**src/rtl/lcgrm_pkg.sv**
```systemverilog
// ----------------------------------------------------------------------------
// lcgrm_pkg
// Shared types, command codes and the LCG step for the random modulo core.
// ----------------------------------------------------------------------------
package lcgrm_pkg;

   localparam int unsigned SEED_W = 16;
   localparam int unsigned WORD_W = 32;
   localparam int unsigned ENT_W  = 8;
   localparam int unsigned CMD_W  = 2;
   localparam int unsigned CNT_W  = $clog2(WORD_W);

   localparam logic [CMD_W-1:0] CMD_SHORT = 2'd0;
   localparam logic [CMD_W-1:0] CMD_LONG  = 2'd1;
   localparam logic [CMD_W-1:0] CMD_LOAD  = 2'd2;

   localparam logic [WORD_W-1:0] LCG_MUL        = 32'd65531;
   localparam logic [SEED_W-1:0] SEED_HIGH_MASK = 16'hFF00;

   typedef enum logic [1:0] {
      ST_IDLE,
      ST_STEP,
      ST_DIV,
      ST_FINISH
   } state_type;

   typedef struct packed {
      logic              done;
      logic [WORD_W-1:0] rem;
   } div_stat_type;

   // seed * 65531 + 1, which never exceeds 32 bits
   function automatic logic [WORD_W-1:0] lcg_next(input logic [SEED_W-1:0] seed);
      logic [WORD_W-1:0] prod;
      prod     = {16'd0, seed} * LCG_MUL;
      lcg_next = prod + 32'd1;
   endfunction

   // low byte becomes (3*entropy + low byte) mod 256
   function automatic logic [SEED_W-1:0] mix_seed(input logic [SEED_W-1:0] seed,
                                                  input logic [ENT_W-1:0]  ent);
      logic [ENT_W-1:0] mixed;
      mixed    = seed[ENT_W-1:0] + {ent[ENT_W-2:0], 1'b0} + ent;
      mix_seed = (seed & SEED_HIGH_MASK) | {8'd0, mixed};
   endfunction

endpackage

```
**src/rtl/lcg_random_modulo_core.sv**
```systemverilog
// ----------------------------------------------------------------------------
// lcg_random_modulo_core
// 16-bit LCG random source with modular reduction of each draw.
// ----------------------------------------------------------------------------
//  channel   handshake             word
//  req       req_valid/req_stall   req_cmd, req_entropy, req_divisor, req_new_seed
//  rsp       rsp_valid/rsp_stall   rsp_value
//
//  A short draw steps once, a long draw twice, then the bit-serial remainder unit runs;
//  a load or zero-divisor draw goes straight to ST_FINISH.
//  One item is in work at a time; the next is taken while a result waits.
//  Reset clears the seed to zero and empties the result register.
//  A stalled result holds; a finished item waits for the register to free.
// ----------------------------------------------------------------------------
module lcg_random_modulo_core (
   input  logic                          clock,
   input  logic                          reset,
   input  logic                          req_valid,
   output logic                          req_stall,
   input  logic [lcgrm_pkg::CMD_W-1:0]   req_cmd,
   input  logic [lcgrm_pkg::ENT_W-1:0]   req_entropy,
   input  logic [lcgrm_pkg::WORD_W-1:0]  req_divisor,
   input  logic [lcgrm_pkg::SEED_W-1:0]  req_new_seed,
   output logic                          rsp_valid,
   input  logic                          rsp_stall,
   output logic [lcgrm_pkg::WORD_W-1:0]  rsp_value
);
   import lcgrm_pkg::*;

   state_type         state_ff, state_in;
   logic [SEED_W-1:0] seed_ff, seed_in;
   logic [SEED_W-1:0] hi_ff, hi_in;
   logic [WORD_W-1:0] dsr_ff, dsr_in;
   logic              long_ff, long_in;
   logic              second_ff, second_in;
   logic              zero_ff, zero_in;
   logic              rsp_valid_ff, rsp_valid_in;
   logic [WORD_W-1:0] rsp_value_ff, rsp_value_in;

   logic              accept;
   logic              draw_ok;
   logic              out_free;
   logic              div_start;
   logic              finish_write;
   logic [WORD_W-1:0] v;
   logic [WORD_W-1:0] div_dividend;
   div_stat_type      div_stat;

   assign v        = lcg_next(seed_ff);
   assign out_free = !rsp_valid_ff || !rsp_stall;
   assign accept   = req_valid && !req_stall;

   always_comb begin
      draw_ok = 1'b0;
      unique case (req_cmd)
         CMD_SHORT: draw_ok = (req_divisor[SEED_W-1:0] != '0);
         CMD_LONG:  draw_ok = (req_divisor != '0);
         default:   draw_ok = 1'b0;
      endcase
   end

   // next state
   always_comb begin
      state_in = state_ff;
      unique case (state_ff)
         ST_IDLE:   if (req_valid) state_in = draw_ok ? ST_STEP : ST_FINISH;
         ST_STEP:   if (!long_ff || second_ff) state_in = ST_DIV;
         ST_DIV:    if (div_stat.done) state_in = ST_FINISH;
         ST_FINISH: if (out_free) state_in = ST_IDLE;
         default:   state_in = ST_IDLE;
      endcase
   end

   // state outputs
   always_comb begin
      req_stall    = (state_ff != ST_IDLE);
      div_start    = (state_ff == ST_STEP) && (!long_ff || second_ff);
      finish_write = (state_ff == ST_FINISH) && out_free;
   end

   assign div_dividend = long_ff ? {hi_ff, v[SEED_W-1:0]} : v;

   always_comb begin
      seed_in   = seed_ff;
      hi_in     = hi_ff;
      dsr_in    = dsr_ff;
      long_in   = long_ff;
      second_in = second_ff;
      zero_in   = zero_ff;
      if (accept) begin
         long_in   = (req_cmd == CMD_LONG);
         second_in = 1'b0;
         zero_in   = !draw_ok;
         dsr_in    = (req_cmd == CMD_SHORT) ? {16'd0, req_divisor[SEED_W-1:0]}
                                            : req_divisor;
         if (draw_ok) seed_in = mix_seed(seed_ff, req_entropy);
         else if (req_cmd == CMD_LOAD) seed_in = req_new_seed;
      end
      if (state_ff == ST_STEP) begin
         // advance the seed; the first long step supplies the high half
         seed_in   = v[SEED_W-1:0];
         hi_in     = v[SEED_W-1:0];
         second_in = 1'b1;
      end
   end

   always_comb begin
      rsp_valid_in = rsp_valid_ff;
      rsp_value_in = rsp_value_ff;
      if (rsp_valid_ff && !rsp_stall) rsp_valid_in = 1'b0;
      if (finish_write) begin
         rsp_valid_in = 1'b1;
         rsp_value_in = zero_ff ? '0 : div_stat.rem;
      end
   end

   always_ff @(posedge clock) begin
      if (reset) begin
         state_ff     <= ST_IDLE;
         seed_ff      <= '0;
         rsp_valid_ff <= 1'b0;
      end else begin
         state_ff     <= state_in;
         seed_ff      <= seed_in;
         rsp_valid_ff <= rsp_valid_in;
      end
      hi_ff        <= hi_in;
      dsr_ff       <= dsr_in;
      long_ff      <= long_in;
      second_ff    <= second_in;
      zero_ff      <= zero_in;
      rsp_value_ff <= rsp_value_in;
   end

   lcgrm_div u_div (
      .clock    (clock),
      .reset    (reset),
      .start    (div_start),
      .dividend (div_dividend),
      .divisor  (dsr_ff),
      .stat     (div_stat)
   );

   assign rsp_valid = rsp_valid_ff;
   assign rsp_value = rsp_value_ff;

endmodule

```
**src/rtl/lcgrm_div.sv**
```systemverilog
// ----------------------------------------------------------------------------
// lcgrm_div
// Bit-serial restoring remainder unit: one dividend bit per cycle.
// ----------------------------------------------------------------------------
module lcgrm_div (
   input  logic                           clock,
   input  logic                           reset,
   input  logic                           start,
   input  logic [lcgrm_pkg::WORD_W-1:0]   dividend,
   input  logic [lcgrm_pkg::WORD_W-1:0]   divisor,
   output lcgrm_pkg::div_stat_type        stat
);
   import lcgrm_pkg::*;

   logic [WORD_W-1:0] rem_ff,  rem_in;
   logic [WORD_W-1:0] dvd_ff,  dvd_in;
   logic [WORD_W-1:0] dsr_ff,  dsr_in;
   logic [CNT_W-1:0]  cnt_ff,  cnt_in;
   logic              busy_ff, busy_in;
   logic              done_ff, done_in;

   logic [WORD_W:0]   trial;
   logic [WORD_W+1:0] diff;

   always_comb begin
      trial   = {rem_ff, dvd_ff[WORD_W-1]};
      diff    = {1'b0, trial} - {2'b00, dsr_ff};
      rem_in  = rem_ff;
      dvd_in  = dvd_ff;
      dsr_in  = dsr_ff;
      cnt_in  = cnt_ff;
      busy_in = busy_ff;
      done_in = 1'b0;
      if (start) begin
         rem_in  = '0;
         dvd_in  = dividend;
         dsr_in  = divisor;
         cnt_in  = '0;
         busy_in = 1'b1;
      end else if (busy_ff) begin
         // keep the difference unless it borrowed
         rem_in = diff[WORD_W+1] ? trial[WORD_W-1:0] : diff[WORD_W-1:0];
         dvd_in = {dvd_ff[WORD_W-2:0], 1'b0};
         cnt_in = cnt_ff + 1'b1;
         if (cnt_ff == CNT_W'(WORD_W - 1)) begin
            busy_in = 1'b0;
            done_in = 1'b1;
         end
      end
   end

   always_ff @(posedge clock) begin
      if (reset) begin
         busy_ff <= 1'b0;
         done_ff <= 1'b0;
         cnt_ff  <= '0;
      end else begin
         busy_ff <= busy_in;
         done_ff <= done_in;
         cnt_ff  <= cnt_in;
      end
      rem_ff <= rem_in;
      dvd_ff <= dvd_in;
      dsr_ff <= dsr_in;
   end

   assign stat.done = done_ff;
   assign stat.rem  = rem_ff;

endmodule
```
**config.mk**
```make
export PLATFORM = sky130hd
export DESIGN_NAME = lcg_random_modulo_core
export DESIGN_NICKNAME = d
export VERILOG_FILES = /design/src/rtl/lcgrm_pkg.sv /design/src/rtl/lcg_random_modulo_core.sv /design/src/rtl/lcgrm_div.sv
export SDC_FILE = /design/constraint.sdc
export NUM_CORES = 1
export LEC_CHECK = 0
export BUFFER_PORTS_ARGS = -buffer_cell sky130_fd_sc_hd__buf_2
export CAP_MARGIN = 20
export CORE_AREA = 2 2 234 236
export DETAILED_ROUTE_END_ITERATION = 10
export DIE_AREA = 0 0 236 238
export PLACE_DENSITY = 0.43
export SYNTH_ARGS = -nofsm -noshare
export SYNTH_HDL_FRONTEND = slang
export SYNTH_SLANG_ARGS = --single-unit
```
**constraint.sdc**
```tcl
create_clock -name clock -period 8.5 [get_ports clock]
set_input_delay 1.7 -clock clock [delete_from_list [all_inputs] [get_ports clock]]
set_output_delay 1.7 -clock clock [all_outputs]
set_load 0.1 [all_outputs]
```
# After elaboration in Yosys (flattened, before gate mapping)
# Cells that the tools add are included.
# totals
ff_bits	205
input_bits	62
out_inout_bits	34
elab_cells	79
# classes
add_sub_neg	5
n_mul	1
n_eq_ne	10
mux	21
bitwise_logic	2
n_reduce_logical	24
# ops
op	n
$mux 32	4
$mux 16	4
$sub 33x32->34	1
$add 32x1->32 const B	1
$mul 16x16->32 const B	1
$reduce_bool 32->1	1
$add 8x8->8	2
$or 16x8->16	1
$reduce_bool 16->1	1
$mux 2	5
$pmux 2 s4	1
$reduce_bool 2->1	4
$eq 2x2->1 const B	3
$mux 1	6
$ne 2x2->1 const B	3
$add 5x1->5 const B	1
$eq 5x5->1 const B	1
$logic_not 1->1	5
$eq 2x1->1 const B	2
$logic_and 1x1->1	4
$logic_not 2->1	2
$reduce_and 4->1	1
$reduce_bool 3->1	1
$reduce_or 3->1	1
other kinds (6)	7

# Longest topological paths before layout
# Gate-level depths: netlist of run 1.
# depth
word_depth	6
mapped_depth	23

# Modules after synthesis
# A second synthesis of run 1 with hierarchy kept.
# hier_totals
hier_cells	1589
hier_area_um2	16493.3
# modules_own_cells
mod	n_inst	cells_each	area_each_um2
lcg_random_modulo_core	1	994	10636.5
lcgrm_div	1	595	5856.9

# Least setup slack after synthesis of run 1
# OpenSTA, ideal clock, no wires.
# synth_timing
path_type	flip-flop to flip-flop
start	register seed_ff[0]
end	register u_div.dvd_ff[26] (data pin)
setup_ns	0.261
arrival_ns	5.896
required_ns	8.239
setup_slack_ns	2.343
stages_incl_launch_ff	20
path_buffers	0
synth_period_minus_slack_ns	6.157
cell_sequence	dfxtp_1 -> inv_1 -> fa_1 -> xnor2_1 -> ha_1 -> or2_2 -> fa_1 -> fa_1 -> fa_1 -> inv_1 -> fa_1 -> inv_1 -> ha_1 -> and3_1 -> a31oi_1 -> a31oi_1 -> a221o_1 -> a21boi_0 -> xnor2_1 -> a221o_1
# synth_via
elab_chain_cells	4
# synth_rtl
element	line_no	rtl
start, declared	lcg_random_modulo_core.sv:31	logic [SEED_W-1:0] seed_ff, seed_in;
start signal, assigned	lcg_random_modulo_core.sv:124	seed_ff <= seed_in;
$mul 16x16->32	lcgrm_pkg.sv:35	prod = {16'd0, seed} * LCG_MUL;
$add 32x1->32	lcgrm_pkg.sv:36	lcg_next = prod + 32'd1;
$mux 32	lcg_random_modulo_core.sv:81	assign div_dividend = long_ff ? {hi_ff, v[SEED_W-1:0]} : v;
$mux 32	lcgrm_div.sv:34	if (start) begin
via u_div.dvd_in[26]	lcgrm_div.sv:16	logic [WORD_W-1:0] dvd_ff, dvd_in;
end signal, assigned	lcgrm_div.sv:63	dvd_ff <= dvd_in;
end, declared	lcgrm_div.sv:16	
# The timed path passes the listed nets, and every way through them passes these cells.
# A chain may end at the register's enable or synchronous reset.

# Worst setup path after layout of run 1
# layout_timing
start	register seed_ff[0]
end	register u_div.dvd_ff[30] (data pin)
# The elaborated chain is that of the path after synthesis.

==> results.txt, run 1 <==
----------------------------------------------------
[CTS]
  Deepest level of the CTS H-tree ... 1
  Clock tree root buffer cell ... sky130_fd_sc_hd__clkbuf_16
  Clock transition at path regs ... 0.06 ns
  Hold buffer count at cts ... 0
  Latest clock arrival within the worst-skew pair ... between 0.5 and 0.6 ns
  Number of instances resized during post-cts repair ... 0
  Number of buffers on the longest clock path ... 3
  Clock tree from TritonCTS ... done
  Number of setup buffers added after CTS ... 0
  Number of sinks driven by the clock tree ... around 210
  Clock buffer count from CTS ... 26

[Place]
  Placed Cells incl. Taps ... about 2300
  Final weighted congestion in routability-driven placement ... between 0.8 and 0.9
  Count of buffers from port buffering ... 95
  Placed Area ... 17200 sq um
  HPWL after DPL ... 33.4 mm

[Route]
  Via/cell ratio ... around 4.8
  Detailed-route wire length per cell ... about 18 microns
  Post-detailed-route count of antenna-violating nets ... 0
  Residual DRC ... 0
  Overall via count from detail_route ... approximately 11000
  DRC marker count from the first detailed-route iteration ... 560
  Total wire length after detailed routing ... between 40 and 50 mm
  TritonRoute pass-1 iters ... 5

[Yosys]
  Synthesis-stage register bit count ... 205
  Sequential fraction of the synthesis area ... 34.9%
  Primary flip-flop cell chosen by synthesis mapping ... sky130_fd_sc_hd__edfxtp_1
  Syn. warnings ... 0
  Main combinational cell family by area after synthesis ... adder cells
  Post-synthesis simple-gate area fraction ... a little under an eighth
  Avg Synthesized Cell Area ... 10.3 sq um
  Top cell type by total area after synthesis ... sky130_fd_sc_hd__edfxtp_1
  Synth Area in Compound Gates ... around an eighth
  Area fraction of the dominant cell type after synthesis ... 27.5%
  Async set-or-reset flop fraction in the synthesized netlist ... 0%
  Xor and xnor fraction of the mapped netlist area ... 4.07%
  Post-synth EDFFs ... roughly 150
  Cell with the most instances after synthesis ... sky130_fd_sc_hd__inv_1
  Main area contributors after synthesis ... sky130_fd_sc_hd__edfxtp_1 (28%), sky130_fd_sc_hd__fa_1 (16%), sky130_fd_sc_hd__ha_1 (13%), sky130_fd_sc_hd__dfxtp_1 (7.4%), sky130_fd_sc_hd__inv_1 (4.8%)
  Synth Instances ... roughly 1600
  Multiplexer area fraction after synthesis ... less than 1%
  Commonest cells post-synth ... sky130_fd_sc_hd__inv_1 (204), sky130_fd_sc_hd__ha_1 (169), sky130_fd_sc_hd__edfxtp_1 (146)
  Synth cell types ... 61
  Syn Std Cell Area ... 15900 sq um
  Net count of the mapped netlist ... roughly 1900
  Arithmetic-cell share of the synthesized area counting full adders, half adders and majority gates ... 29.6%

[Critical path]
  Required time reported for the critical path endpoint ... about 8.8 ns
  Cell type with the highest occurrence count on the critical path ... sky130_fd_sc_hd__fa_1
  Data arrival at the endpoint of the critical path ... 7.03 ns
  Critical path type ... register to register
  Critical path's largest stage delay ... 0.68 ns
  Cell at the slowest stage of the critical path ... sky130_fd_sc_hd__dfxtp_1
  Critical Path Sink Type ... register
  Cells along the critical path ... inv_1, fa_1, xnor2_1, ha_1, or2_2, fa_1, fa_1, fa_1, inv_1, fa_1, inv_1, ha_1, and3_1, a31oi_1, a31oi_1, a221o_1, a21boi_0, o21ai_0, xnor2_1, a21oi_1
  Sort of element at the start of the critical path ... register
  CP max FO ... 14

[Global route]
  Vias in the first global route ... around 12000
  First-pass GRT wire length ... between 60 and 70 mm
  Overall fraction of global-route tracks in use ... about 15%
  Largest net degree at the start of global routing ... between 70 and 80
  Initial antenna violation count ... 1
  Grt total ovfl ... 0

[Min path]
  Hold Crit Class ... register to register

[Die]
  Number of placed I/O pins ... 96
  Cell row count ... 85
  Initial Utilization ... between 20 and 30%
  Die width ... roughly 240 microns
  Placeable core region ... about 53000 sq um
  Total die area ... 56200 sq um
  Die extent in y ... roughly 240 microns

[STA]
  Worst rel slew slack ... a little over two fifths
  Final critical-path required period ... 6.77 ns
  Setup_tns ... 0 ns
  Period utilization ... between 70% and 80%
  Pins over their slew limit ... 0
  Slew of the pin with the lowest slew margin ... 0.839 ns
  Highest clock rate ... ~150 MHz
  Final setup violation count ... 0
  Number of hold violations in the final report ... 0
  Worst setup skew after layout ... 0.00940 ns
  Unrepaired setup endpoints after global routing ... false

[Final layout]
  Cell area after layout ... ~18000 sq um
  Total Nets Final ... 1995
  Area added between synthesis and finish ... 13.1%
  Finished Layout Cells ... approximately 2400
  Layout fillers ... 5534
  Post-layout util ... between 30% and 40%
  Fraction of final layout cells sized beyond drive strength 1 ... around a tenth
  Count of antenna diodes in the layout ... 0

[Job]
  # Max-Cap Violations ... 0

[Status]
  Result of the run ... finished, final reports clean

----------------------------------------------------
cell families after synthesis:
family,count (synthesis)
AND/OR/NAND/NOR,388
buffers and inverters,260
AO/OA/AOI/OAI,312
flip-flops,205
adder cells (fa/ha/maj),299
multiplexers,14
XOR/XNOR,74
worst max-delay path: cells and delay by family, from the launching register on:
family,cells,cell delay (ns)
flip-flops,1,0.68
adder cells (fa/ha/maj),7,3.35
AO/OA/AOI/OAI,6,1.31
buffers and inverters,3,0.25
XOR/XNOR,2,0.32
AND/OR/NAND/NOR,2,0.57
registers in the layout (all words and copies together) (netlist names), 2 cells and up:
register      count
u_div.rem_ff     32
u_div.dvd_ff     32
u_div.cnt_ff      5
u_div.dsr_ff     32
seed_ff          16
dsr_ff           32
rsp_value        32
state_ff          2
hi_ff            16
worst paths after layout:
path / start / end / slack, ns / depth (start not counted)
worst min-delay path: dsr_ff[27] / u_div.dsr_ff[27] / 0.41 / 0
worst max-delay path: seed_ff[0] / u_div.dvd_ff[30] / 1.73 / 20
worst max register to register: seed_ff[0] / u_div.dvd_ff[30] / 1.73 / 20
worst min register to register: dsr_ff[27] / u_div.dsr_ff[27] / 0.41 / 0
cells in the final DEF (no fill, tap or decap), types with 4 or more instances in the layout:
| master | synthesis | layout |
|---|---|---|
| sky130_fd_sc_hd__a221o_1 | 6 | 6 |
| sky130_fd_sc_hd__xor2_1 | 27 | 27 |
| sky130_fd_sc_hd__o21a_1 | 6 | 6 |
| sky130_fd_sc_hd__nor2_1 | 67 | 67 |
| sky130_fd_sc_hd__inv_1 | 204 | 204 |
| sky130_fd_sc_hd__nand4_1 | 13 | 13 |
| sky130_fd_sc_hd__edfxtp_1 | 146 | 146 |
| sky130_fd_sc_hd__clkinv_1 | 2 | 6 |
| sky130_fd_sc_hd__o21ai_0 | 71 | 71 |
| sky130_fd_sc_hd__nor3_1 | 17 | 17 |
| sky130_fd_sc_hd__mux2i_1 | 12 | 12 |
| sky130_fd_sc_hd__o21bai_1 | 7 | 7 |
| sky130_fd_sc_hd__xnor2_1 | 47 | 47 |
| sky130_fd_sc_hd__fa_1 | 130 | 130 |
| sky130_fd_sc_hd__dfxtp_1 | 59 | 58 |
| sky130_fd_sc_hd__a21boi_0 | 7 | 6 |
| sky130_fd_sc_hd__buf_2 | 5 | 95 |
| sky130_fd_sc_hd__nand3b_1 | 6 | 6 |
| sky130_fd_sc_hd__nand2b_1 | 10 | 9 |
| sky130_fd_sc_hd__nand3_1 | 30 | 30 |
| sky130_fd_sc_hd__and2_1 | 4 | 4 |
| sky130_fd_sc_hd__a21o_1 | 40 | 40 |
| sky130_fd_sc_hd__nor4_1 | 9 | 9 |
| sky130_fd_sc_hd__a211oi_1 | 10 | 10 |
| sky130_fd_sc_hd__o221ai_1 | 4 | 4 |
| sky130_fd_sc_hd__nor3b_1 | 6 | 6 |
| sky130_fd_sc_hd__or2_2 | 4 | 4 |
| sky130_fd_sc_hd__buf_4 | 0 | 13 |
| sky130_fd_sc_hd__a31oi_1 | 37 | 37 |
| sky130_fd_sc_hd__and3_1 | 14 | 14 |
| sky130_fd_sc_hd__a222oi_1 | 6 | 6 |
| sky130_fd_sc_hd__clkbuf_16 | 0 | 26 |
| sky130_fd_sc_hd__a21oi_1 | 79 | 79 |
| sky130_fd_sc_hd__nand2_1 | 142 | 142 |
| sky130_fd_sc_hd__a221oi_1 | 5 | 5 |
| sky130_fd_sc_hd__ha_1 | 169 | 169 |
| sky130_fd_sc_hd__clkinv_2 | 0 | 4 |
| sky130_fd_sc_hd__nor2b_1 | 58 | 58 |
| sky130_fd_sc_hd__clkbuf_1 | 47 | 5 |
| sky130_fd_sc_hd__o31ai_1 | 4 | 4 |
stage by stage:
stage | worst slack, ns | hold WS [ns]
6_report | 1.73 | 0.413
5_1_grt | 1.26 | 0.423
4_1_cts | 1.67 | 0.415
3_5_place_dp | 1.68 | 0.405
3_3_place_gp | 1.80 | 0.408
2_1_floorplan | 2.34 | 0.400
routing by layer:
| layer | track usage [%] | part of all wire, % | up-vias | routed length, microns |
|---|---|---|---|---|
| met5 | 0 | 0.031 | - | 13 |
| met4 | 3.26 | 1.9 | 2 | 812 |
| met3 | 1.93 | 2.6 | 44 | 1110 |
| met2 | 27.2 | 49 | 125 | 20800 |
| met1 | 19.7 | 46 | 5521 | 19700 |
| li1 | - | - | 5537 | - |
layout make-up:
| cell class | count | area, sq um | area share [%] |
|---|---|---|---|
| Sequential cell | 205 | 5570 | 30.9 |
| Clock buffer | 32 | 683 | 3.79 |
| Timing Repair Buffer | 108 | 573 | 3.18 |
| Multi-Input combinational cell | 1087 | 9410 | 52.2 |
| Inverter | 206 | 773 | 4.29 |
| Clock inverter | 16 | 149 | 0.826 |
| Tap cell | 696 | 871 | 4.83 |
Power of run 1 is left out: the tool's default activity adds up to more than one toggle a clock period on the data nets, which glitch-free logic cannot reach.
==> inputs of run 2 (changes only) <==
--- a/config.mk
+++ b/config.mk
@@ -5,11 +5,12 @@
 export SDC_FILE = /design/constraint.sdc
 export NUM_CORES = 1
 export LEC_CHECK = 0
+export ABC_AREA = 1
 export BUFFER_PORTS_ARGS = -buffer_cell sky130_fd_sc_hd__buf_2
 export CAP_MARGIN = 20
-export CORE_AREA = 2 2 234 236
+export CORE_AREA = 2 2 246 248
 export DETAILED_ROUTE_END_ITERATION = 10
-export DIE_AREA = 0 0 236 238
+export DIE_AREA = 0 0 248 250
 export PLACE_DENSITY = 0.43
 export SYNTH_ARGS = -nofsm -noshare
 export SYNTH_HDL_FRONTEND = slang
==> constraint.sdc (replaced) <==
create_clock -name clock -period 6.65 [get_ports clock]
set_input_delay 1.33 -clock clock [delete_from_list [all_inputs] [get_ports clock]]
set_output_delay 1.33 -clock clock [all_outputs]
set_load 0.1 [all_outputs]
==> run 2 against run 1 <==
Effect of this change:
- non-clock buffer count increased by 2
- via count increased by 23%
- clock-buffer cell count decreased by 3
- highest routed layer is now met4
- final area increased by 10%
- first-iteration DRC count unchanged
==> results.txt, run 2 <==
----------------------------------------------------
[STA]
  Slew of the pin with the lowest slew margin ... 0.968 ns (was 0.839 ns)
  Worst setup skew after layout ... 0.0187 ns (was 0.00940 ns)
  Pins over their slew limit ... 0 (unchanged)
  Setup_tns ... 0 ns (unchanged)
  Highest clock rate ... 165 MHz (was 148 MHz)
  Number of hold violations in the final report ... 0 (unchanged)
  Unrepaired setup endpoints after global routing ... false (unchanged)
  Final critical-path required period ... 6.07 ns (was 6.77 ns)
  Final setup violation count ... 0 (unchanged)
  Worst rel slew slack ... 35.3% (was 43.9%)
  Period utilization ... 91.3% (was 79.6%)

[Yosys]
  Main area contributors after synthesis ... sky130_fd_sc_hd__edfxtp_1 (25%), sky130_fd_sc_hd__fa_1 (15%), sky130_fd_sc_hd__nand2_1 (14%), sky130_fd_sc_hd__ha_1 (12%), sky130_fd_sc_hd__inv_1 (10%) (was sky130_fd_sc_hd__edfxtp_1 (28%), sky130_fd_sc_hd__fa_1 (16%), sky130_fd_sc_hd__ha_1 (13%), sky130_fd_sc_hd__dfxtp_1 (7.4%), sky130_fd_sc_hd__inv_1 (4.8%))
  Primary flip-flop cell chosen by synthesis mapping ... sky130_fd_sc_hd__edfxtp_1 (unchanged)
  Syn. warnings ... 0 (unchanged)
  Post-synth EDFFs ... 146 (unchanged)
  Syn Std Cell Area ... 17600 sq um (was 15900 sq um)
  Avg Synthesized Cell Area ... 7.88 sq um (was 10.3 sq um)
  Commonest cells post-synth ... sky130_fd_sc_hd__nand2_1 (644), sky130_fd_sc_hd__inv_1 (468), sky130_fd_sc_hd__nor2_1 (202) (was sky130_fd_sc_hd__inv_1 (204), sky130_fd_sc_hd__ha_1 (169), sky130_fd_sc_hd__edfxtp_1 (146))
  Synth Instances ... 2235 (was 1552)
  Net count of the mapped netlist ... 2596 (was 1913)
  Area fraction of the dominant cell type after synthesis ... 24.9% (was 27.5%)
  Async set-or-reset flop fraction in the synthesized netlist ... 0% (unchanged)
  Synthesis-stage register bit count ... 205 (unchanged)
  Synth cell types ... 39 (was 61)
  Cell with the most instances after synthesis ... sky130_fd_sc_hd__nand2_1 (was sky130_fd_sc_hd__inv_1)
  Top cell type by total area after synthesis ... sky130_fd_sc_hd__edfxtp_1 (unchanged)
  Sequential fraction of the synthesis area ... 31.6% (was 34.9%)

[Job]
  # Max-Cap Violations ... 0 (unchanged)

[CTS]
  Clock tree from TritonCTS ... done (unchanged)
  Hold buffer count at cts ... 0 (unchanged)
  Clock tree root buffer cell ... sky130_fd_sc_hd__clkbuf_16 (unchanged)
  Deepest level of the CTS H-tree ... 1 (unchanged)
  Clock buffer count from CTS ... 25 (was 26)
  Latest clock arrival within the worst-skew pair ... 0.54 ns (was 0.56 ns)
  Number of sinks driven by the clock tree ... 205 (unchanged)
  Number of instances resized during post-cts repair ... 0 (unchanged)
  Number of buffers on the longest clock path ... 3 (unchanged)
  Clock transition at path regs ... 0.06 ns (about the same)
  Number of setup buffers added after CTS ... 0 (unchanged)

[Die]
  Die width ... 248 microns (was 236 microns)
  Die extent in y ... 250 microns (was 238 microns)
  Cell row count ... 90 (was 85)
  Initial Utilization ... 29.6% (was 29.8%)
  Total die area ... 62000 sq um (was 56200 sq um)
  Number of placed I/O pins ... 96 (unchanged)
  Placeable core region ... 59600 sq um (was 53500 sq um)

[Global route]
  First-pass GRT wire length ... 79.5 mm (was 67.1 mm)
  Initial antenna violation count ... 0 (was 1)
  Grt total ovfl ... 0 (unchanged)
  Overall fraction of global-route tracks in use ... 16.5% (was 15.3%)
  Vias in the first global route ... 14270 (was 11629)
  Largest net degree at the start of global routing ... 51 (was 78)

[Route]
  Post-detailed-route count of antenna-violating nets ... 0 (unchanged)
  Detailed-route wire length per cell ... 16.1 microns (was 18.0 microns)
  Residual DRC ... 0 (unchanged)
  Via/cell ratio ... 4.40 (was 4.78)
  Total wire length after detailed routing ... 50.5 mm (was 42.4 mm)
  DRC marker count from the first detailed-route iteration ... 560 (unchanged)
  Overall via count from detail_route ... 13800 (was 11229)
  TritonRoute pass-1 iters ... 5 (unchanged)

[Critical path]
  Data arrival at the endpoint of the critical path ... 6.35 ns (was 7.03 ns)
  Cell family with the largest share of critical-path delay ... adder cells (unchanged)
  Critical path's largest stage delay ... 0.65 ns (was 0.68 ns)
  Critical Path Sink Type ... register (unchanged)
  Number of buffer and inverter instances along the worst setup path ... 3 (unchanged)
  Critical path type ... register to register (unchanged)
  Cell at the slowest stage of the critical path ... sky130_fd_sc_hd__fa_1 (was sky130_fd_sc_hd__dfxtp_1)
  Cell type with the highest occurrence count on the critical path ... sky130_fd_sc_hd__fa_1 (unchanged)
  Sort of element at the start of the critical path ... register (unchanged)
  CP max FO ... 8 (was 14)
  Required time reported for the critical path endpoint ... 6.94 ns (was 8.77 ns)
  Cells along the critical path ... inv_1, fa_1, xnor2_1, ha_1, or2_2, fa_1, fa_1, fa_1, inv_1, fa_1, inv_1, ha_1, a21oi_1, o21ai_0, a21oi_1, nand3_1, nand2_1, nand3_1, nand2_1, nand2_1 (was inv_1, fa_1, xnor2_1, ha_1, or2_2, fa_1, fa_1, fa_1, inv_1, fa_1, inv_1, ha_1, and3_1, a31oi_1, a31oi_1, a221o_1, a21boi_0, o21ai_0, xnor2_1, a21oi_1)

[Final layout]
  Area added between synthesis and finish ... 13.0% (was 13.1%)
  Leading cell type in the layout, fill and taps excluded ... sky130_fd_sc_hd__nand2_1 (was sky130_fd_sc_hd__inv_1)
  Area of the multi-input gates ... 10100 sq um (was 9410 sq um)
  Area taken by flip-flops and latches ... 5570 sq um (about the same)
  Fraction of final layout cells sized beyond drive strength 1 ... 7.34% (was 9.79%)
  Layout fillers ... 6374 (was 5534)
  Total Nets Final ... 2699 (was 1995)
  Commonest cells after routing, fill and taps aside ... sky130_fd_sc_hd__nand2_1 (644), sky130_fd_sc_hd__inv_1 (467), sky130_fd_sc_hd__nor2_1 (201) (was sky130_fd_sc_hd__inv_1 (204), sky130_fd_sc_hd__ha_1 (169), sky130_fd_sc_hd__edfxtp_1 (146))

[Place]
  HPWL after DPL ... 41.4 mm (was 33.4 mm)
  Final weighted congestion in routability-driven placement ... 0.900 (was 0.892)
  Count of buffers from port buffering ... 95 (unchanged)

[Min path]
  Hold Crit Class ... register to register (unchanged)

[Status]
  Result of the run ... finished, final reports clean (unchanged)

----------------------------------------------------
-- run 2: cell count changes in the layout (fill, tap and decap cells not counted), sizes merged, moves of 25 or more --
cell / delta
nand2: +508
inv: +267
nor2: +139
nand3: +130
nor2b: -58
a21o: -37
o21ai: -37
a31oi: -32
xnor2: -25
-- run 2: cells by family after synthesis --
logic type,count (synthesis),share of synthesized area (%)
AO/OA/AOI/OAI,125,3.86
adder cells (fa/ha/maj),299,26.8
XOR/XNOR,43,2.14
flip-flops,205,31.6
AND/OR/NAND/NOR,1059,24.6
buffers and inverters,504,11.0
-- run 2: final timing paths --
check / start / endpoint / slack [ns] / cells past startpoint
max: seed_ff[2] / u_div.dvd_ff[24] / 0.58 / 20
min: dsr_ff[21] / u_div.dsr_ff[21] / 0.40 / 0
max reg2reg: seed_ff[2] / u_div.dvd_ff[24] / 0.58 / 20
min reg2reg: dsr_ff[21] / u_div.dsr_ff[21] / 0.40 / 0
-- run 2: worst register-to-register path: stages, from the launching register on --
cell and delay, ns:
sky130_fd_sc_hd__dfxtp_1 0.58, sky130_fd_sc_hd__inv_1 0.11, sky130_fd_sc_hd__fa_1 0.65, sky130_fd_sc_hd__xnor2_1 0.18, sky130_fd_sc_hd__ha_1 0.22, sky130_fd_sc_hd__or2_2 0.33, sky130_fd_sc_hd__fa_1 0.43, sky130_fd_sc_hd__fa_1 0.50
sky130_fd_sc_hd__fa_1 0.55, sky130_fd_sc_hd__inv_1 0.06, sky130_fd_sc_hd__fa_1 0.52, sky130_fd_sc_hd__inv_1 0.04, sky130_fd_sc_hd__ha_1 0.39, sky130_fd_sc_hd__a21oi_1 0.22, sky130_fd_sc_hd__o21ai_0 0.14, sky130_fd_sc_hd__a21oi_1 0.43
sky130_fd_sc_hd__nand3_1 0.13, sky130_fd_sc_hd__nand2_1 0.08, sky130_fd_sc_hd__nand3_1 0.08, sky130_fd_sc_hd__nand2_1 0.14, sky130_fd_sc_hd__nand2_1 0.06
-- run 2: metal layers --
metal / part of all wire (%) / vias to the layer above / GRT usage [%]
li1: - / 7126 / -
met1: 44 / 6436 / 20.9
met2: 51 / 182 / 29.9
met3: 2.5 / 56 / 1.52
met4: 2.4 / 0 / 3.95
met5: 0 / - / 0
-- run 2: layout make-up --
type | count | share of cell area, %
Multi-Input combinational cell | 1526 | 50.8
Sequential cell | 205 | 27.9
Inverter | 470 | 8.86
Tap cell | 782 | 4.91
Clock buffer | 29 | 3.42
Timing Repair Buffer | 110 | 3.03
Clock inverter | 16 | 0.993
Antenna cell | 1 | 0.0126
-- run 2: metrics by stage --
step | hold slack, ns | utilization, % | worst slack, ns | std cells | instance area, sq um
global placement | 0.401 | 31.9 | 0.574 | 3091 | 19000
finish | 0.405 | 33.4 | 0.581 | 3139 | 19900
floorplan | 0.400 | - | 1.18 | 2235 | 17600
CTS | 0.419 | 33.4 | 0.520 | 3136 | 19900
global route | 0.418 | 33.4 | 0.268 | 3138 | 19900
detailed placement | 0.405 | 31.9 | 0.519 | 3091 | 19000
Power of run 2 is left out for the same reason.
==> inputs of run 3 (changes only) <==
--- a/config.mk
+++ b/config.mk
@@ -5,12 +5,13 @@
 export SDC_FILE = /design/constraint.sdc
 export NUM_CORES = 1
 export LEC_CHECK = 0
-export ABC_AREA = 1
+export ABC_AREA = 0
 export BUFFER_PORTS_ARGS = -buffer_cell sky130_fd_sc_hd__buf_2
 export CAP_MARGIN = 20
-export CORE_AREA = 2 2 246 248
+export CORE_AREA = 2 2 234 236
 export DETAILED_ROUTE_END_ITERATION = 10
-export DIE_AREA = 0 0 248 250
+export DIE_AREA = 0 0 236 238
+export GPL_TIMING_DRIVEN = 1
 export PLACE_DENSITY = 0.43
 export SYNTH_ARGS = -nofsm -noshare
 export SYNTH_HDL_FRONTEND = slang
==> run 3 against run 2 <==
Effect of this change:
- die area fell by 9.4%
- critical endpoint is now u_div.dvd_ff[30]
- global-route usage fell by 1.4 points
- first-iteration DRC count rose by 3.0%
- final cell count fell by 24%
- clock skew rose by 0.013 ns
- fmax fell by 3.3%
==> results.txt, run 3 (synthesized netlist as in run 1, its figures left out) <==
----------------------------------------------------
[STA]
  Number of hold violations in the final report ... 0 (unchanged)
  Highest clock rate ... 159 MHz (was 165 MHz)
  Worst setup margin ... 0.377 ns (was 0.581 ns)
  Worst rel slew slack ... 46.6% (was 35.3%)
  Pins over their slew limit ... 0 (unchanged)
  Slew of the pin with the lowest slew margin ... 0.795 ns (was 0.968 ns)
  Period utilization ... 94.3% (was 91.3%)
  Final setup violation count ... 0 (unchanged)
  Final critical-path required period ... 6.27 ns (was 6.07 ns)
  Worst setup skew after layout ... 0.0312 ns (was 0.0187 ns)
  Unrepaired setup endpoints after global routing ... false (unchanged)
  Setup_tns ... 0 ns (unchanged)

[CTS]
  Deepest level of the CTS H-tree ... 1 (unchanged)
  Clock transition at path regs ... 0.07 ns (was 0.06 ns)
  Number of buffers on the longest clock path ... 3 (unchanged)
  Hold buffer count at cts ... 0 (unchanged)
  Clock tree root buffer cell ... sky130_fd_sc_hd__clkbuf_16 (unchanged)
  Clock buffer count from CTS ... 26 (was 25)
  Latest clock arrival within the worst-skew pair ... 0.56 ns (was 0.54 ns)
  Number of sinks driven by the clock tree ... 205 (unchanged)
  Clock tree from TritonCTS ... done (unchanged)

[Route]
  Overall via count from detail_route ... 11243 (was 13800)
  Total wire length after detailed routing ... 42.0 mm (was 50.5 mm)
  Via/cell ratio ... 4.74 (was 4.40)
  Post-detailed-route count of antenna-violating nets ... 0 (unchanged)
  Residual DRC ... 0 (unchanged)
  DRC marker count from the first detailed-route iteration ... 577 (was 560)
  Detailed-route wire length per cell ... 17.7 microns (was 16.1 microns)
  TritonRoute pass-1 iters ... 8 (was 5)

[Place]
  Placed Cells incl. Taps ... 2319 (was 3091)
  Final weighted congestion in routability-driven placement ... 0.858 (was 0.900)
  Post-placement worst setup slack ... 0.0741 ns (was 0.519 ns)
  HPWL after DPL ... 33.3 mm (was 41.4 mm)
  Count of buffers from port buffering ... 95 (unchanged)

[Global route]
  Vias in the first global route ... 11812 (was 14270)
  Grt total ovfl ... 0 (unchanged)
  Largest net degree at the start of global routing ... 78 (was 51)
  Overall fraction of global-route tracks in use ... 15.1% (was 16.5%)
  Initial antenna violation count ... 0 (unchanged)
  First-pass GRT wire length ... 66.7 mm (was 79.5 mm)

[Critical path]
  Sort of element at the start of the critical path ... register (unchanged)
  Cells along the critical path ... buf_4, fa_1, xnor2_1, ha_1, fa_1, fa_1, fa_1, inv_1, fa_1, inv_1, ha_1, or2_2, a21oi_1, a31oi_1, a221o_1, a21boi_0, o21ai_0, xnor2_1, a21oi_1 (was inv_1, fa_1, xnor2_1, ha_1, or2_2, fa_1, fa_1, fa_1, inv_1, fa_1, inv_1, ha_1, a21oi_1, o21ai_0, a21oi_1, nand3_1, nand2_1, nand3_1, nand2_1, nand2_1)
  Crit path from ... seed_ff[2] (unchanged)
  Data arrival at the endpoint of the critical path ... 6.53 ns (was 6.35 ns)
  Number of buffer and inverter instances along the worst setup path ... 3 (unchanged)
  CP max FO ... 5 (was 8)
  Levels on crit path ... 19 (was 20)
  Cell family with the largest share of critical-path delay ... adder cells (unchanged)
  Endpoint of the worst-slack reg-to-reg timing path ... u_div.dvd_ff[30] (was u_div.dvd_ff[24])
  Critical Path Sink Type ... register (unchanged)
  Cell at the slowest stage of the critical path ... sky130_fd_sc_hd__fa_1 (unchanged)
  Worst Reg-to-Reg Cells ... 19 (was 20)
  Cell type with the highest occurrence count on the critical path ... sky130_fd_sc_hd__fa_1 (unchanged)
  Origin of the critical flop-to-flop path ... seed_ff[2] (unchanged)
  CP endpoint ... u_div.dvd_ff[30] (was u_div.dvd_ff[24])
  Critical path's largest stage delay ... 0.55 ns (was 0.65 ns)
  Slack of the worst reg-to-reg path ... 0.38 ns (was 0.58 ns)
  Critical path type ... register to register (unchanged)
  Required time reported for the critical path endpoint ... 6.91 ns (was 6.94 ns)

[Die]
  Die extent in y ... 238 microns (was 250 microns)
  Initial Utilization ... 29.8% (was 29.6%)
  Number of placed I/O pins ... 96 (unchanged)
  Total die area ... 56200 sq um (was 62000 sq um)
  Placeable core region ... 53500 sq um (was 59600 sq um)
  Cell row count ... 85 (was 90)
  Die width ... 236 microns (was 248 microns)

[Final layout]
  Area added between synthesis and finish ... 15.0% (was 13.0%)
  Finished Layout Cells ... 2370 (was 3139)
  Count of antenna diodes in the layout ... 0 (was 1)
  Commonest cells after routing, fill and taps aside ... sky130_fd_sc_hd__inv_1 (204), sky130_fd_sc_hd__ha_1 (169), sky130_fd_sc_hd__edfxtp_1 (146) (was sky130_fd_sc_hd__nand2_1 (644), sky130_fd_sc_hd__inv_1 (467), sky130_fd_sc_hd__nor2_1 (201))
  Fraction of final layout cells sized beyond drive strength 1 ... 12.1% (was 7.34%)
  Leading cell type in the layout, fill and taps excluded ... sky130_fd_sc_hd__inv_1 (was sky130_fd_sc_hd__nand2_1)
  Total Nets Final ... 2015 (was 2699)

[Job]
  # Max-Cap Violations ... 0 (unchanged)

[Status]
  Result of the run ... finished, final reports clean (unchanged)

[Min path]
  Hold Crit Class ... register to register (unchanged)

----------------------------------------------------
==> run 3: changes by cell type in the layout (fill, tap and decap cells not counted), sizes merged, moves of 18 or more <==
cell | before | now
a31oi | 5 | 37
nor2 | 206 | 67
buf | 110 | 128
a21o | 3 | 40
xnor2 | 22 | 47
nand3 | 160 | 30
nor2b | 0 | 58
o21ai | 35 | 72
nand2 | 650 | 142
inv | 473 | 208
==> run 3: repair_timing <==
| action | 4_1_cts | 5_1_grt |
|---|---|---|
| hold endpoints to repair | 0 | 0 |
| gates resized for setup | 0 | 17 |
| endpoints found under the setup margin | 0 | 6 |
| setup buffers | 0 | 3 |
==> run 3: worst min-delay path by stage <==
stage	slack (ns)	start	end	cells after the start
floorplan	0.40	dsr_ff[0]	u_div.dsr_ff[0]	0
global placement	0.41	dsr_ff[5]	u_div.dsr_ff[5]	0
detailed placement	0.41	dsr_ff[20]	u_div.dsr_ff[20]	0
CTS	0.42	dsr_ff[20]	u_div.dsr_ff[20]	0
global route	0.42	dsr_ff[20]	u_div.dsr_ff[20]	0
finish	0.42	dsr_ff[27]	u_div.dsr_ff[27]	0
==> run 3: routing by layer <==
| layer | track usage (%) | part of all wire [%] | vias to the layer above |
|---|---|---|---|
| met2 | 26.9 | 49 | 141 |
| met4 | 2.70 | 1.4 | 0 |
| met5 | 0 | 0 | - |
| met1 | 19.7 | 47 | 5503 |
| li1 | - | - | 5559 |
| met3 | 1.94 | 2.9 | 40 |
==> run 3: cell type report <==
| cell class | count | area (sq um) |
|---|---|---|
| repair buffers | 128 | 723 |
| flip-flops and latches | 205 | 5580 |
| fillers | 5489 | 35200 |
| well taps | 696 | 871 |
| inverters | 206 | 773 |
| clock inverters | 12 | 189 |
| multi-input cells | 1087 | 9460 |
| clock buffers | 36 | 749 |
==> run 3: per-stage QoR <==
stage	utilization (%)	cell area, sq um	hold WS [ns]
after floorplan	-	15900	0.400
after global placement	32.4	17300	0.406
after detailed placement	32.4	17300	0.406
after CTS	34.1	18300	0.417
after global routing	34.3	18300	0.424
final	34.3	18300	0.418
Power of run 3 is left out for the same reason.
